==> config.mk <==
export PLATFORM = sky130hd
export DESIGN_NAME = integer_to_roman_numeral
export DESIGN_NICKNAME = d
export VERILOG_FILES = /design/src/hw/rtl/i2r_pkg.sv /design/src/hw/rtl/i2r_front.sv /design/src/hw/rtl/i2r_queue.sv /design/src/hw/rtl/i2r_back.sv /design/src/hw/rtl/integer_to_roman_numeral.sv
export SDC_FILE = /design/constraint.sdc
export NUM_CORES = 1
export LEC_CHECK = 0
export ABC_AREA = 0
export BUFFER_PORTS_ARGS = -buffer_cell sky130_fd_sc_hd__buf_2
export CAP_MARGIN = 30
export CORE_ASPECT_RATIO = 1.75
export CORE_UTILIZATION = 55
export CTS_CLUSTER_DIAMETER = 150
export DETAILED_ROUTE_END_ITERATION = 8
export PLACE_DENSITY = 0.72
export SLEW_MARGIN = 40
export SYNTH_ARGS = -nofsm -noshare
export SYNTH_HDL_FRONTEND = slang
export SYNTH_SLANG_ARGS = --single-unit
==> constraint.sdc <==
create_clock -name clk -period 9.6 [get_ports clk]
set_clock_uncertainty 0.2 [all_clocks]
set_input_delay 0.96 -clock clk [delete_from_list [all_inputs] [get_ports clk]]
set_output_delay 0.96 -clock clk [all_outputs]
set_load 0.005 [all_outputs]
==> src/hw/rtl/i2r_pkg.sv <==
`timescale 1ns / 1ps

package i2r_pkg;

  // queue between front and back
  localparam int QPTR_W = 1;
  localparam int QUEUE_DEPTH = 1 << QPTR_W;

  // upper limit of a convertible value
  localparam logic [11:0] VALUE_MAX = 12'd3999;

  // symbol roles inside one decimal digit
  localparam logic [1:0] SYM_ONE  = 2'd0;
  localparam logic [1:0] SYM_FIVE = 2'd1;
  localparam logic [1:0] SYM_TEN  = 2'd2;

  // digit positions
  localparam logic [1:0] POS_ONES  = 2'd0;
  localparam logic [1:0] POS_TENS  = 2'd1;
  localparam logic [1:0] POS_HUND  = 2'd2;
  localparam logic [1:0] POS_THOU  = 2'd3;

  // ascii codes of the numeral characters
  localparam logic [6:0] CH_I = 7'h49;
  localparam logic [6:0] CH_V = 7'h56;
  localparam logic [6:0] CH_X = 7'h58;
  localparam logic [6:0] CH_L = 7'h4C;
  localparam logic [6:0] CH_C = 7'h43;
  localparam logic [6:0] CH_D = 7'h44;
  localparam logic [6:0] CH_M = 7'h4D;
  localparam logic [6:0] CH_NONE = 7'h00;

  // one classified request waiting for the back end
  typedef struct packed {
    logic       oor;
    logic [1:0] thou;
    logic [3:0] hund;
    logic [3:0] tens;
    logic [3:0] ones;
  } entry_t;

  // number of characters a decimal digit turns into
  function automatic logic [2:0] digit_len(input logic [3:0] d);
    logic [2:0] len;
    unique case (d)
      4'd1, 4'd2, 4'd3: len = d[2:0];
      4'd4, 4'd9:       len = 3'd2;
      4'd5, 4'd6, 4'd7, 4'd8: len = 3'(d - 4'd4);
      default:          len = 3'd0;
    endcase
    return len;
  endfunction

  // role of the k-th character of a digit
  function automatic logic [1:0] digit_sym(input logic [3:0] d, input logic [1:0] k);
    logic [1:0] sym;
    priority if (d == 4'd9) begin
      sym = (k == 2'd0) ? SYM_ONE : SYM_TEN;
    end else if (d == 4'd4) begin
      sym = (k == 2'd0) ? SYM_ONE : SYM_FIVE;
    end else if (d >= 4'd5) begin
      sym = (k == 2'd0) ? SYM_FIVE : SYM_ONE;
    end else begin
      sym = SYM_ONE;
    end
    return sym;
  endfunction

  // character for a role at a digit position
  function automatic logic [6:0] letter_of(input logic [1:0] pos, input logic [1:0] sym);
    logic [6:0] ch;
    unique case (pos)
      POS_THOU: ch = CH_M;
      POS_HUND: ch = (sym == SYM_ONE) ? CH_C : ((sym == SYM_FIVE) ? CH_D : CH_M);
      POS_TENS: ch = (sym == SYM_ONE) ? CH_X : ((sym == SYM_FIVE) ? CH_L : CH_C);
      POS_ONES: ch = (sym == SYM_ONE) ? CH_I : ((sym == SYM_FIVE) ? CH_V : CH_X);
      default:  ch = CH_NONE;
    endcase
    return ch;
  endfunction

endpackage

==> src/hw/rtl/i2r_front.sv <==
`timescale 1ns / 1ps

module i2r_front
  import i2r_pkg::*;
(
  input  logic        clk,
  input  logic        rst,
  input  logic        in_valid,
  output logic        in_stall,
  input  logic [11:0] value,
  output logic        push,
  output entry_t      push_data,
  input  logic        full
);

  localparam logic [2:0] S_IDLE = 3'd0;
  localparam logic [2:0] S_HUND = 3'd1;
  localparam logic [2:0] S_HREM = 3'd2;
  localparam logic [2:0] S_TENS = 3'd3;
  localparam logic [2:0] S_ONES = 3'd4;
  localparam logic [2:0] S_PUSH = 3'd5;

  logic [2:0]  state, state_next;
  logic [9:0]  rem, rem_next;
  logic [1:0]  thou, thou_next;
  logic [3:0]  hund, hund_next;
  logic [3:0]  tens, tens_next;
  logic [3:0]  ones, ones_next;
  logic        oor, oor_next;
  logic [1:0]  thou_c;
  logic [15:0] hprod;
  logic [13:0] tprod;

  // thousands by comparison
  always_comb begin
    priority if (value >= 12'd3000) begin
      thou_c = 2'd3;
    end else if (value >= 12'd2000) begin
      thou_c = 2'd2;
    end else if (value >= 12'd1000) begin
      thou_c = 2'd1;
    end else begin
      thou_c = 2'd0;
    end
  end

  // quotients by reciprocal multiplication, exact over the remainder range
  assign hprod = 16'(rem) * 16'd41;
  assign tprod = 14'(rem[6:0]) * 14'd103;

  // digit extraction sequencer
  always_comb begin
    state_next = state;
    rem_next   = rem;
    thou_next  = thou;
    hund_next  = hund;
    tens_next  = tens;
    ones_next  = ones;
    oor_next   = oor;
    unique case (state)
      S_IDLE: begin
        if (in_valid) begin
          oor_next   = (value == 12'd0) || (value > VALUE_MAX);
          thou_next  = thou_c;
          rem_next   = 10'(value - 12'(thou_c) * 12'd1000);
          state_next = ((value == 12'd0) || (value > VALUE_MAX)) ? S_PUSH : S_HUND;
        end
      end
      S_HUND: begin
        hund_next  = hprod[15:12];
        state_next = S_HREM;
      end
      S_HREM: begin
        rem_next   = 10'(rem - 10'(hund) * 10'd100);
        state_next = S_TENS;
      end
      S_TENS: begin
        tens_next  = tprod[13:10];
        state_next = S_ONES;
      end
      S_ONES: begin
        ones_next  = 4'(rem[6:0] - 7'(tens) * 7'd10);
        state_next = S_PUSH;
      end
      S_PUSH: begin
        if (!full) begin
          state_next = S_IDLE;
        end
      end
      default: state_next = S_IDLE;
    endcase
  end

  always_ff @(posedge clk) begin
    if (rst) begin
      state <= S_IDLE;
    end else begin
      state <= state_next;
    end
  end

  always_ff @(posedge clk) begin
    rem  <= rem_next;
    thou <= thou_next;
    hund <= hund_next;
    tens <= tens_next;
    ones <= ones_next;
    oor  <= oor_next;
  end

  assign in_stall = (state != S_IDLE);
  assign push     = (state == S_PUSH) && !full;

  always_comb begin
    push_data.oor  = oor;
    push_data.thou = thou;
    push_data.hund = hund;
    push_data.tens = tens;
    push_data.ones = ones;
  end

`ifndef ASSERT_OFF
  // reciprocal quotients stay decimal digits
  assert property (@(posedge clk) disable iff (rst)
    (state == S_HREM) |-> (hund <= 4'd9))
    else $error("hundreds digit out of range");

  assert property (@(posedge clk) disable iff (rst)
    (state == S_ONES) |-> (tens <= 4'd9))
    else $error("tens digit out of range");
`endif

endmodule

==> src/hw/rtl/i2r_queue.sv <==
`timescale 1ns / 1ps

module i2r_queue
  import i2r_pkg::*;
(
  input  logic   clk,
  input  logic   rst,
  input  logic   push,
  input  entry_t push_data,
  output logic   full,
  input  logic   pop,
  output entry_t head,
  output logic   nonempty
);

  entry_t             slots [QUEUE_DEPTH];
  logic [QPTR_W-1:0]  wr_ptr;
  logic [QPTR_W-1:0]  rd_ptr;
  logic [QPTR_W:0]    count;

  assign full     = (count == (QPTR_W + 1)'(QUEUE_DEPTH));
  assign nonempty = (count != '0);
  assign head     = slots[rd_ptr];

  // pointer and fill bookkeeping
  always_ff @(posedge clk) begin
    if (rst) begin
      wr_ptr <= '0;
      rd_ptr <= '0;
      count  <= '0;
    end else begin
      if (push) begin
        wr_ptr <= wr_ptr + 1'b1;
      end
      if (pop) begin
        rd_ptr <= rd_ptr + 1'b1;
      end
      if (push && !pop) begin
        count <= count + 1'b1;
      end else if (pop && !push) begin
        count <= count - 1'b1;
      end
    end
  end

  // slot storage
  always_ff @(posedge clk) begin
    if (push) begin
      slots[wr_ptr] <= push_data;
    end
  end

`ifndef ASSERT_OFF
  assert property (@(posedge clk) disable iff (rst)
    count <= (QPTR_W + 1)'(QUEUE_DEPTH))
    else $error("queue fill count overflow");
`endif

endmodule

==> src/hw/rtl/i2r_back.sv <==
`timescale 1ns / 1ps

module i2r_back
  import i2r_pkg::*;
(
  input  logic       clk,
  input  logic       rst,
  input  entry_t     head,
  input  logic       head_valid,
  output logic       pop,
  output logic       out_valid,
  input  logic       out_stall,
  output logic [6:0] letter,
  output logic       last,
  output logic       out_of_range
);

  logic       started;
  logic [1:0] pos;
  logic [1:0] k;
  logic [2:0] len [4];
  logic [3:0] nz;
  logic [3:0] lower;
  logic [1:0] first_pos;
  logic [1:0] next_pos;
  logic [1:0] cur_pos;
  logic [1:0] cur_k;
  logic [3:0] cur_d;
  logic [2:0] cur_len;
  logic       digit_end;
  logic       is_last;
  logic       out_free;
  logic       emit;

  // per-digit character counts
  assign len[POS_THOU] = {1'b0, head.thou};
  assign len[POS_HUND] = digit_len(head.hund);
  assign len[POS_TENS] = digit_len(head.tens);
  assign len[POS_ONES] = digit_len(head.ones);
  assign nz = {len[3] != 3'd0, len[2] != 3'd0, len[1] != 3'd0, len[0] != 3'd0};

  // highest digit that gives characters
  always_comb begin
    priority if (nz[3]) begin
      first_pos = POS_THOU;
    end else if (nz[2]) begin
      first_pos = POS_HUND;
    end else if (nz[1]) begin
      first_pos = POS_TENS;
    end else begin
      first_pos = POS_ONES;
    end
  end

  assign cur_pos = started ? pos : first_pos;
  assign cur_k   = started ? k : 2'd0;

  always_comb begin
    unique case (cur_pos)
      POS_THOU: cur_d = {2'b00, head.thou};
      POS_HUND: cur_d = head.hund;
      POS_TENS: cur_d = head.tens;
      POS_ONES: cur_d = head.ones;
      default:  cur_d = 4'd0;
    endcase
  end

  assign cur_len = len[cur_pos];

  // next non-empty digit below the current one
  assign lower = nz & ~(4'b1111 << cur_pos);
  always_comb begin
    priority if (lower[2]) begin
      next_pos = POS_HUND;
    end else if (lower[1]) begin
      next_pos = POS_TENS;
    end else begin
      next_pos = POS_ONES;
    end
  end

  assign digit_end = ({1'b0, cur_k} + 3'd1) >= cur_len;
  assign is_last   = head.oor || (digit_end && (lower == 4'd0));

  assign out_free = !out_valid || !out_stall;
  assign emit     = head_valid && out_free;
  assign pop      = emit && is_last;

  // walk position within the current request
  always_ff @(posedge clk) begin
    if (rst) begin
      started <= 1'b0;
      pos     <= POS_ONES;
      k       <= 2'd0;
    end else if (emit) begin
      if (is_last) begin
        started <= 1'b0;
      end else begin
        started <= 1'b1;
        if (digit_end) begin
          pos <= next_pos;
          k   <= 2'd0;
        end else begin
          pos <= cur_pos;
          k   <= cur_k + 2'd1;
        end
      end
    end
  end

  // output register
  always_ff @(posedge clk) begin
    if (rst) begin
      out_valid <= 1'b0;
    end else if (out_free) begin
      out_valid <= head_valid;
    end
  end

  always_ff @(posedge clk) begin
    if (emit) begin
      letter       <= head.oor ? CH_NONE : letter_of(cur_pos, digit_sym(cur_d, cur_k));
      last         <= is_last;
      out_of_range <= head.oor;
    end
  end

`ifndef ASSERT_OFF
  assert property (@(posedge clk) disable iff (rst)
    (out_valid && out_of_range) |-> (last && (letter == CH_NONE)))
    else $error("error result not a single empty character");

  assert property (@(posedge clk) disable iff (rst)
    (head_valid && !head.oor) |-> (nz != 4'd0))
    else $error("in-range request with no characters");
`endif

endmodule

==> src/hw/rtl/integer_to_roman_numeral.sv <==
`timescale 1ns / 1ps
// a request passes the digit sequencer (hundreds, remainder, tens, ones),
// the queue and the output register; an out-of-range value skips the digit steps
// the back end sends one character per cycle while out_stall is low, 1 to 15 per
// request; the front end takes no new request until it has pushed the current one
// synchronous reset clears the sequencer, queue pointers and output valid

module integer_to_roman_numeral
  import i2r_pkg::*;
(
  input  logic        clk,
  input  logic        rst,
  input  logic        in_valid,
  output logic        in_stall,
  input  logic [11:0] value,
  output logic        out_valid,
  input  logic        out_stall,
  output logic [6:0]  letter,
  output logic        last,
  output logic        out_of_range
);

  logic   push;
  entry_t push_data;
  logic   full;
  logic   pop;
  entry_t head;
  logic   nonempty;

  i2r_front u_front (
    .clk       (clk),
    .rst       (rst),
    .in_valid  (in_valid),
    .in_stall  (in_stall),
    .value     (value),
    .push      (push),
    .push_data (push_data),
    .full      (full)
  );

  i2r_queue u_queue (
    .clk       (clk),
    .rst       (rst),
    .push      (push),
    .push_data (push_data),
    .full      (full),
    .pop       (pop),
    .head      (head),
    .nonempty  (nonempty)
  );

  i2r_back u_back (
    .clk          (clk),
    .rst          (rst),
    .head         (head),
    .head_valid   (nonempty),
    .pop          (pop),
    .out_valid    (out_valid),
    .out_stall    (out_stall),
    .letter       (letter),
    .last         (last),
    .out_of_range (out_of_range)
  );

endmodule

==> impl_metrics.yaml, run 1 <==
timing:
  rsz0062_at_grt: "no"
  finalCritPeriodShare: 0.4511
  finalHoldViolCount: 0
  timing_max_transition_violations_final: 0
  worst_pin_slew_ns: 0.7171
  relSlewSlack: 0.5219
  fin_ws_ns: 5.269
  setup_viol: 0
  period_needed_ns: 4.331
  holdWs_ns: 0.2454
  max_clock_freq_ghz: 0.2309
  fin_tns_setup_ns: 0
clock_tree:
  path_clk_slew_ns: 0.06
  clock_sinks: 77
  clk_latency_ns: 0.34
  ctsHoldBuffers: 0
  cts_resized: 0
  numCtsBuffers: 9
  htreeDepth: 3
  postCtsSetupRepairBufs: 0
  cts_tree: "built"
  clk_path_buf_depth: 2
  cts_root_buf: "clkbuf_16"
placement:
  dpl.hpwl_mm: 10.65
  place_area_mm2: 0.006394
  io_buffers: 25
  gp_congestion: 0.8832
  pre_cts_ws_ns: 5.301
worst_setup_path:
  regToRegEndpoint: "u_queue.count[1]"
  endpoint_kind: "register"
  crit_family: "compound AO/OA/AOI/OAI gates"
  path_buf_inv: 1
  startpoint_type: "register"
  reg2reg_depth: 16
  cpMaxStageDelayCell: "o31a_4"
  worstPathCellList: "buf_4 > nor3b_1 > o21bai_1 > o31a_4 > o21ai_0 > o22ai_1 > a211oi_1 > ha_1 > a21o_1 > a21o_1 > o221ai_1 > nand2_1 > nand2_1 > ha_1 > or3_1 > a21oi_1"
  required_ns: 9.68
  reg2reg_slack_ns: 5.27
  critPathMaxStageDelay_ns: 0.48
  cp_max_fo: 32
  crit_type: "register to register"
  arrival_ns: 4.41
synthesis:
  syn-cell-area_mm2: 0.006118
  yosysSeqAreaShare: 0.3550
  synth_common_cells: "ha_1, inv_1, edfxtp_1"
  syn_avg_cell_area_um2: 10.27
  synth-seq-cells: 77
  synth_edf_count: 63
  synth.largest_area_cell: "edfxtp_1"
  ys.flop_type: "edfxtp_1"
  synth_top_area_frac: 0.3092
  synth_area_leaders: "edfxtp_1, ha_1, fa_1, inv_1, dfxtp_1"
  yosysMostFrequentCell: "ha_1"
  synth-async-reset-ratio: 0
  ys_types: 62
  synth_nets: 728
  yosysWarnings: 0
  syn_inst: 596
grt:
  grt_pass1_vias: 4777
  antenna_found_initial: 0
  grt_pass1_wl_mm: 21.80
  grt_max_degree: 33
  grt_usage: 0.2503
  gr-total-overflow: 0
routing:
  drc_errors: 0
  wl_mm: 13.15
  vias: 4522
  ant_nets: 0
  firstDrtPassIters: 4
  via_per_inst: 5.966
  wl_per_cell_um: 17.35
  detail_route.iter0.violations: 136
power:
  vdd_drop_max_v: 0.0002352
  p_leak_nw: 3.029
  p_per_area_mw_per_mm2: 320.4
cells_and_area:
  drive_gt1_frac: 0.09713
  area_delta_synth_final_pct: 9.550
  design_area_mm2: 0.006703
  n_fill_cell: 901
  final_nets: 755
  num_antenna_cells: 0
floorplan:
  die_w_um: 81.73
  dieArea_mm2: 0.01157
  die_height_um: 141.5
  core-area_mm2: 0.01076
  row_count: 50
  ios: 27
  initial_utilization: 0.5686
hold_path:
  hp-class: "register to register"
  worstHoldEndpoint: "u_queue.slots[0][1]"
  min-delay-start: "u_front.ones[1]"
  hold-path-cell-count: 0
run:
  maxCapViolCount: 0
run_status:
  outcome: "complete, no violations"
-- final cells by class --
type                    count  area (um2)  area share
multi-input cells         424        3605      0.5378
flip-flops and latches     77        2172      0.3241
inverters                  83       311.5     0.04648
clock buffers               9       225.2     0.03360
well taps                 130       162.7     0.02427
repair buffers             28       147.6     0.02203
clock inverters             7       78.83     0.01176
-- worst max path at each step --
stage	slack [ns]	endpoint	cells past startpoint
2_1_floorplan	5.47	u_queue.count[1]	17
3_3_place_gp	5.37	u_queue.count[1]	17
3_5_place_dp	5.30	u_queue.count[1]	17
4_1_cts	5.26	u_queue.count[1]	17
5_1_grt	4.95	u_queue.count[1]	17
6_report	5.27	u_queue.count[1]	16
-- metal layers --
metal	global-route usage	vias to the layer above	wire [um]
li1	-	2195	-
met1	0.2383	2186	4642
met2	0.4615	95	7516
met3	0.04437	46	304
met4	0.1727	0	685
met5	0	-	0
-- power by group --
group          internal, mW  switching [mW]  total [mW]
clock network         0.205           0.142       0.347
registers             0.470          0.0667       0.537
logic                 0.567           0.697        1.26
-- state kept, by name (all words and copies together), names as in the netlist, 2 cells and up, named ones only --
| register | flops |
|---|---|
| u_queue.slots | 30 |
| u_front.rem | 10 |
| u_back.letter | 6 |
| u_front.hund | 4 |
| u_front.ones | 4 |
| u_front.tens | 4 |
| u_front.state | 3 |
| u_back.k | 2 |
| u_back.pos | 2 |
| u_front.thou | 2 |
| u_queue.count | 2 |
-- layout by cell type (no fill, tap or decap), types with 14 or more instances in the layout --
cell type  instances
ha_1             100
inv_1             83
edfxtp_1          63
a21oi_1           41
nor2_1            29
buf_2             25
nand2_1           24
o21ai_0           23
xnor2_1           21
fa_1              16
mux2i_1           15
nor3_1            14
dfxtp_1           14
-- logic make-up (layout without fill, tap and decap cells) --
family | Yosys count | count (layout) | share of synthesized area
buffers and inverters | 95 | 127 | 0.05951
xor gates and xnor gates | 33 | 33 | 0.04724
and+or+nand+nor | 130 | 130 | 0.1115
muxes | 20 | 20 | 0.03374
DFF | 77 | 77 | 0.3550
other | 1 | 1 | 0.0006129
AOI/OAI and AO/OA | 124 | 124 | 0.1356
adders and majority gates | 116 | 116 | 0.2569
-- metrics by stage --
step | cells | utilization | total power, mW
finish | 758 | 0.6229 | 2.148
detailed placement | 742 | 0.5942 | 1.802
floorplan | 596 | - | 1.501
global route | 758 | 0.6229 | 2.368
global placement | 742 | 0.5936 | 1.742
CTS | 758 | 0.6224 | 2.167
Power figures use the tool's default switching activity.
==> run 2, diff against run 1 <==
==> constraint.sdc (replaced) <==
create_clock -name clk -period 4.53 [get_ports clk]
set_clock_uncertainty 0.2 [all_clocks]
set_input_delay 0.453 -clock clk [delete_from_list [all_inputs] [get_ports clk]]
set_output_delay 0.453 -clock clk [all_outputs]
set_load 0.005 [all_outputs]
==> run 2 against run 1 <==
  * Global-route usage increased by 0.41 points
  * Largest power group unchanged
  * Non-clock buffer count increased by 7
  * Total power increased by 110%
  * Critical path type unchanged
  * Combinational power increased by 120%
  * Largest cell class unchanged
==> impl_metrics.yaml, run 2 (same netlist as run 1, synthesis figures left out) <==
run_status:
  outcome: "complete, no violations"
worst_setup_path:
  critPathMaxStageDelay_ns: 0.58
  timing.rr.start: "u_queue.slots[0][9]"
  regToRegEndpoint: "u_queue.count[1]"
  path_buf_inv: 0
  startpoint_type: "register"
  crit_type: "register to register"
  cp_max_fo: 7
  required_ns: 4.60
  cpMaxStageDelayCell: "or4_4"
  reg2reg_depth: 16
  endpoint_kind: "register"
  crit_family: "compound AO/OA/AOI/OAI gates"
  arrival_ns: 4.32
  worstPathCellList: "or4_4 > a2111oi_4 > o31a_4 > nor3_1 > a211oi_2 > nor3_1 > ha_1 > nand2b_1 > a21o_1 > a21o_1 > o221ai_1 > nand2_1 > nand2_1 > ha_1 > or3_1 > a21oi_1"
  reg2reg_slack_ns: 0.28
floorplan:
  row_count: 50
  initial_utilization: 0.5686
  core-area_mm2: 0.01076
  dieArea_mm2: 0.01157
  die_w_um: 81.73
  ios: 27
  die_height_um: 141.5
timing:
  finalCritPeriodShare: 0.9386
  worst_pin_slew_ns: 0.7166
  setup_viol: 0
  period_needed_ns: 4.252
  relSlewSlack: 0.5222
  max_clock_freq_ghz: 0.2352
  rsz0062_at_grt: "no"
  finalHoldViolCount: 0
  timing_max_transition_violations_final: 0
  fin_tns_setup_ns: 0
cells_and_area:
  design_area_mm2: 0.006770
  num_antenna_cells: 0
  area_delta_synth_final_pct: 10.65
  reg.largest.list: "u_queue.slots: 30 flops, u_front.rem: 10 flops, u_back.letter: 6 flops"
  drive_gt1_frac: 0.1071
  largest_register: "u_queue.slots"
  final_cell_mix: "ha_1, inv_1, edfxtp_1"
  largest_reg_flops: 30
  final_nets: 762
  final_common_cell: "ha_1"
  n_fill_cell: 883
routing:
  drc_errors: 0
  detail_route.iter0.violations: 187
  wl_met3_um: 355
  wl_per_cell_um: 17.35
  top_layer: "met4"
  ant_nets: 0
  wl_mm: 13.27
  firstDrtPassIters: 4
  drt-met1-wl_mm: 4.527
  route.met2.wl_mm: 7.531
  vias: 4515
  via_per_inst: 5.902
placement:
  gp_congestion: 0.9084
  place_area_mm2: 0.006424
  dpl.hpwl_mm: 10.84
  io_buffers: 25
hold_path:
  hold-path-cell-count: 3
  min-delay-start: "out_stall"
  hp-class: "primary input to register"
  worstHoldEndpoint: "u_back.out_valid"
clock_tree:
  htreeDepth: 3
  cts_root_buf: "clkbuf_16"
  path_clk_slew_ns: 0.07
  clk_latency_ns: 0.34
  ctsHoldBuffers: 0
  cts_tree: "built"
  numCtsBuffers: 9
  clock_sinks: 77
  clk_path_buf_depth: 2
grt:
  grt_pass1_wl_mm: 21.95
  grt_pass1_vias: 4769
  gr-total-overflow: 0
  grt_max_degree: 19
  antenna_found_initial: 0
  grt_usage: 0.2544
power:
  p_per_area_mw_per_mm2: 678.2
  p_leak_nw: 3.075
  vdd_drop_max_v: 0.0005673
run:
  maxCapViolCount: 0
[run 2: cell types whose count changed in the layout (fill, tap and decap cells not counted), sizes merged]
cell	before	now
inv	87	86
bufinv	1	0
clkbuf	9	12
buf	28	35
clkinv	2	1
[run 2: worst reg2reg max path, stage by stage (launching register included)]
cell and delay, ns:
edfxtp_1 0.45, or4_4 0.58, a2111oi_4 0.41, o31a_4 0.23
nor3_1 0.06, a211oi_2 0.21, nor3_1 0.07, ha_1 0.26
nand2b_1 0.14, a21o_1 0.18, a21o_1 0.24, o221ai_1 0.09
nand2_1 0.10, nand2_1 0.15, ha_1 0.28, or3_1 0.37
a21oi_1 0.15
[run 2: report_power, final]
group	leakage, nW	total [mW]	internal [mW]	switching (mW)
Sequential	0.693	1.14	0.996	0.140
Combinational	2.23	2.72	1.23	1.49
Clock	0.156	0.740	0.445	0.294
Total	3.07	4.59	2.67	1.92
[run 2: area by class of cell]
type,count,area (um2),area share
Multi-Input combinational cell,424,3610,0.5332
Sequential cell,77,2172,0.3208
Inverter,83,311.5,0.04602
Clock buffer,12,279.0,0.04121
Timing Repair Buffer,35,200.2,0.02957
Tap cell,130,162.7,0.02403
Clock inverter,4,35.03,0.005175
[run 2: worst max path at each step]
stage,endpoint,slack [ns],start,cells past startpoint
final,u_queue.count[1],0.28,u_queue.slots[0][9],16
after global routing,u_queue.count[1],0.02,u_queue.slots[0][9],16
after CTS,u_queue.count[1],0.25,u_queue.slots[1][5],16
after detailed placement,u_queue.count[1],0.29,u_queue.slots[1][5],16
after global placement,u_queue.count[1],0.37,u_queue.slots[1][5],16
after floorplan,u_queue.count[1],0.40,u_queue.slots[0][9],17
[run 2: per-layer routing]
metal  vias to the layer above  global-route usage
met5                         -                   0
met4                         0              0.1754
met1                      2150              0.2329
li1                       2208                   -
met3                        53             0.04373
met2                       104              0.4798
[run 2: per-stage QoR]
stage | total power, mW | hold slack [ns] | setup slack (ns) | util | std cells
4_1_cts | 4.624 | 0.1687 | 0.2479 | 0.6262 | 762
6_report | 4.592 | 0.1812 | 0.2780 | 0.6292 | 765
2_1_floorplan | 3.181 | 0.2215 | 0.3968 | - | 596
3_5_place_dp | 3.848 | 0.2298 | 0.2853 | 0.5970 | 746
3_3_place_gp | 3.685 | 0.2233 | 0.3744 | 0.5964 | 746
5_1_grt | 5.049 | 0.1905 | 0.02353 | 0.6292 | 765
[run 2: timing repair]
item                       4_1_cts  5_1_grt
setup endpoints to repair        0        1
gates resized for setup          0        1
buffers inserted                 0        3
==> run 3, diff against run 2 <==
==> constraint.sdc (replaced) <==
create_clock -name clk -period 4.3 [get_ports clk]
set_clock_uncertainty 0.2 [all_clocks]
set_input_delay 0.43 -clock clk [delete_from_list [all_inputs] [get_ports clk]]
set_output_delay 0.43 -clock clk [all_outputs]
set_load 0.005 [all_outputs]
==> run 3 against run 2 <==
  * Combinational power grew 7%
  * Critical path depth is the same
  * Maximum frequency grew 2.6%
  * Total power grew 4.8%
  * Hold slack lost 0.036 ns
  * Sequential power grew 4%
  * Utilization grew 0.66 points
  * Clock-buffer cell count shrank 3
  * Global-route usage shrank 1.3 points
  * Largest cell class unchanged
  * Highest routed layer unchanged
==> impl_metrics.yaml, run 3 (same netlist as run 1, synthesis figures left out) <==
run_status:
  outcome: "complete, no violations"
floorplan:
  ios: 27
  core-area_mm2: 0.01076
  row_count: 50
  die_w_um: 81.73
  initial_utilization: 0.5686
  die_height_um: 141.5
  dieArea_mm2: 0.01157
placement:
  place_area_mm2: 0.006481
  gp_congestion: 0.9091
  io_buffers: 25
  dpl.hpwl_mm: 10.42
timing:
  period_needed_ns: 4.145
  timing_max_transition_violations_final: 0
  finalHoldViolCount: 0
  max_clock_freq_ghz: 0.2413
  finalCritPeriodShare: 0.9639
  setup_viol: 0
  relSlewSlack: 0.5069
  holdWs_ns: 0.1455
  worst_pin_slew_ns: 0.7388
cells_and_area:
  area_delta_synth_final_pct: 11.82
  num_antenna_cells: 0
  final_nets: 774
  reg.largest.list: "u_queue.slots: 30 flops, u_front.rem: 10 flops, u_back.letter: 6 flops"
  final_cell_mix: "ha_1, inv_1, edfxtp_1"
  design_area_mm2: 0.006842
  final_common_cell: "ha_1"
  largest_reg_flops: 30
  drive_gt1_frac: 0.1267
  utilization: 0.6358
  largest_register: "u_queue.slots"
  n_fill_cell: 864
grt:
  grt_pass1_vias: 4534
  grt_usage: 0.2409
  grt_max_degree: 26
  grt_pass1_wl_mm: 20.74
  gr-total-overflow: 0
  antenna_found_initial: 0
power:
  p_per_area_mw_per_mm2: 703.1
  vdd_drop_max_v: 0.0006587
  clockPowerShare: 0.152
  intPower_mw: 2.786
  p_leak_nw: 3.122
  p_sw_mw: 2.025
  seqPwrFrac: 0.246
  comb_power_share: 0.602
  p_sw_frac: 0.4209
worst_setup_path:
  crit_type: "register to register"
  arrival_ns: 4.22
  startpoint_type: "register"
  required_ns: 4.38
  endpoint_kind: "register"
  cp_max_fo: 7
clock_tree:
  clk_latency_ns: 0.34
  path_clk_slew_ns: 0.07
  htreeDepth: 3
  clk_path_buf_depth: 2
  cts_tree: "built"
  cts_root_buf: "clkbuf_16"
  ctsHoldBuffers: 0
  clock_sinks: 77
  numCtsBuffers: 9
routing:
  wl_mm: 12.89
  ant_nets: 0
  vias: 4490
  drc_errors: 0
  firstDrtPassIters: 4
  wl_per_cell_um: 16.59
  via_per_inst: 5.779
  detail_route.iter0.violations: 126
run:
  maxCapViolCount: 0
hold_path:
  hp-class: "primary input to register"
run 3: timing repair:
item	in CTS	in global routing
setup buffers	0	8
endpoints found under the hold margin	0	0
endpoints found under the setup margin	0	3
gates resized for setup	0	2
run 3: per-stage QoR:
stage	TNS (ns)	total power, mW	instances	worst slack (ns)
detailed placement	0	4.047	753	0.1182
floorplan	0	3.352	596	0.1668
finish	0	4.811	777	0.1553
global route	-0.02225	5.301	777	-0.02225
CTS	0	4.809	769	0.09295
global placement	0	3.911	753	0.1602
run 3: routing by layer:
metal	part of all wire	track usage	routed length, um
met4	0.058	0.1653	753
met3	0.021	0.04116	274
met2	0.57	0.4545	7333
met1	0.35	0.2209	4526
met5	0	0	0
run 3: power groups by stage:
| stage | sequential [mW] | combinational, mW | clock (mW) |
|---|---|---|---|
| floorplan | 1.15 | 2.20 | 0 |
| global placement | 1.19 | 2.72 | 0 |
| detailed placement | 1.20 | 2.85 | 0 |
| CTS | 1.18 | 2.88 | 0.740 |
| global route | 1.20 | 3.33 | 0.771 |
| finish | 1.18 | 2.90 | 0.730 |
run 3: cell type report:
| type | instances | area, um2 | area share |
|---|---|---|---|
| Timing Repair Buffer | 47 | 290.3 | 0.04243 |
| Inverter | 83 | 311.5 | 0.04554 |
| Tap cell | 130 | 162.7 | 0.02377 |
| Sequential cell | 77 | 2172 | 0.3175 |
| Clock buffer | 9 | 225.2 | 0.03292 |
| Clock inverter | 7 | 67.56 | 0.009876 |
| Multi-Input combinational cell | 424 | 3612 | 0.5280 |
run 3: worst max-delay path: stages, from the launching register on:
cell and delay (ns):
edfxtp_1 0.42, or4_4 0.59, a2111oi_4 0.42, o31a_4 0.23, nand2_1 0.05, o21ai_0 0.08
o22ai_1 0.12, a211oi_2 0.25, ha_1 0.27, a21o_1 0.19, a21o_1 0.17, o221ai_1 0.07
nand2_1 0.12, nand2_2 0.11, ha_1 0.26, or3_1 0.38, a21oi_1 0.14
run 3: path summary, 6_finish.rpt:
kind | startpoint | cells past startpoint | end | slack, ns
worst max-delay path | u_queue.slots[0][9] | 16 | u_queue.count[1] | 0.16
worst min-delay path | out_stall | 3 | u_back.out_valid | 0.15
worst max register to register | u_queue.slots[0][9] | 16 | u_queue.count[1] | 0.16
worst min register to register | u_front.ones[1] | 0 | u_queue.slots[1][1] | 0.25
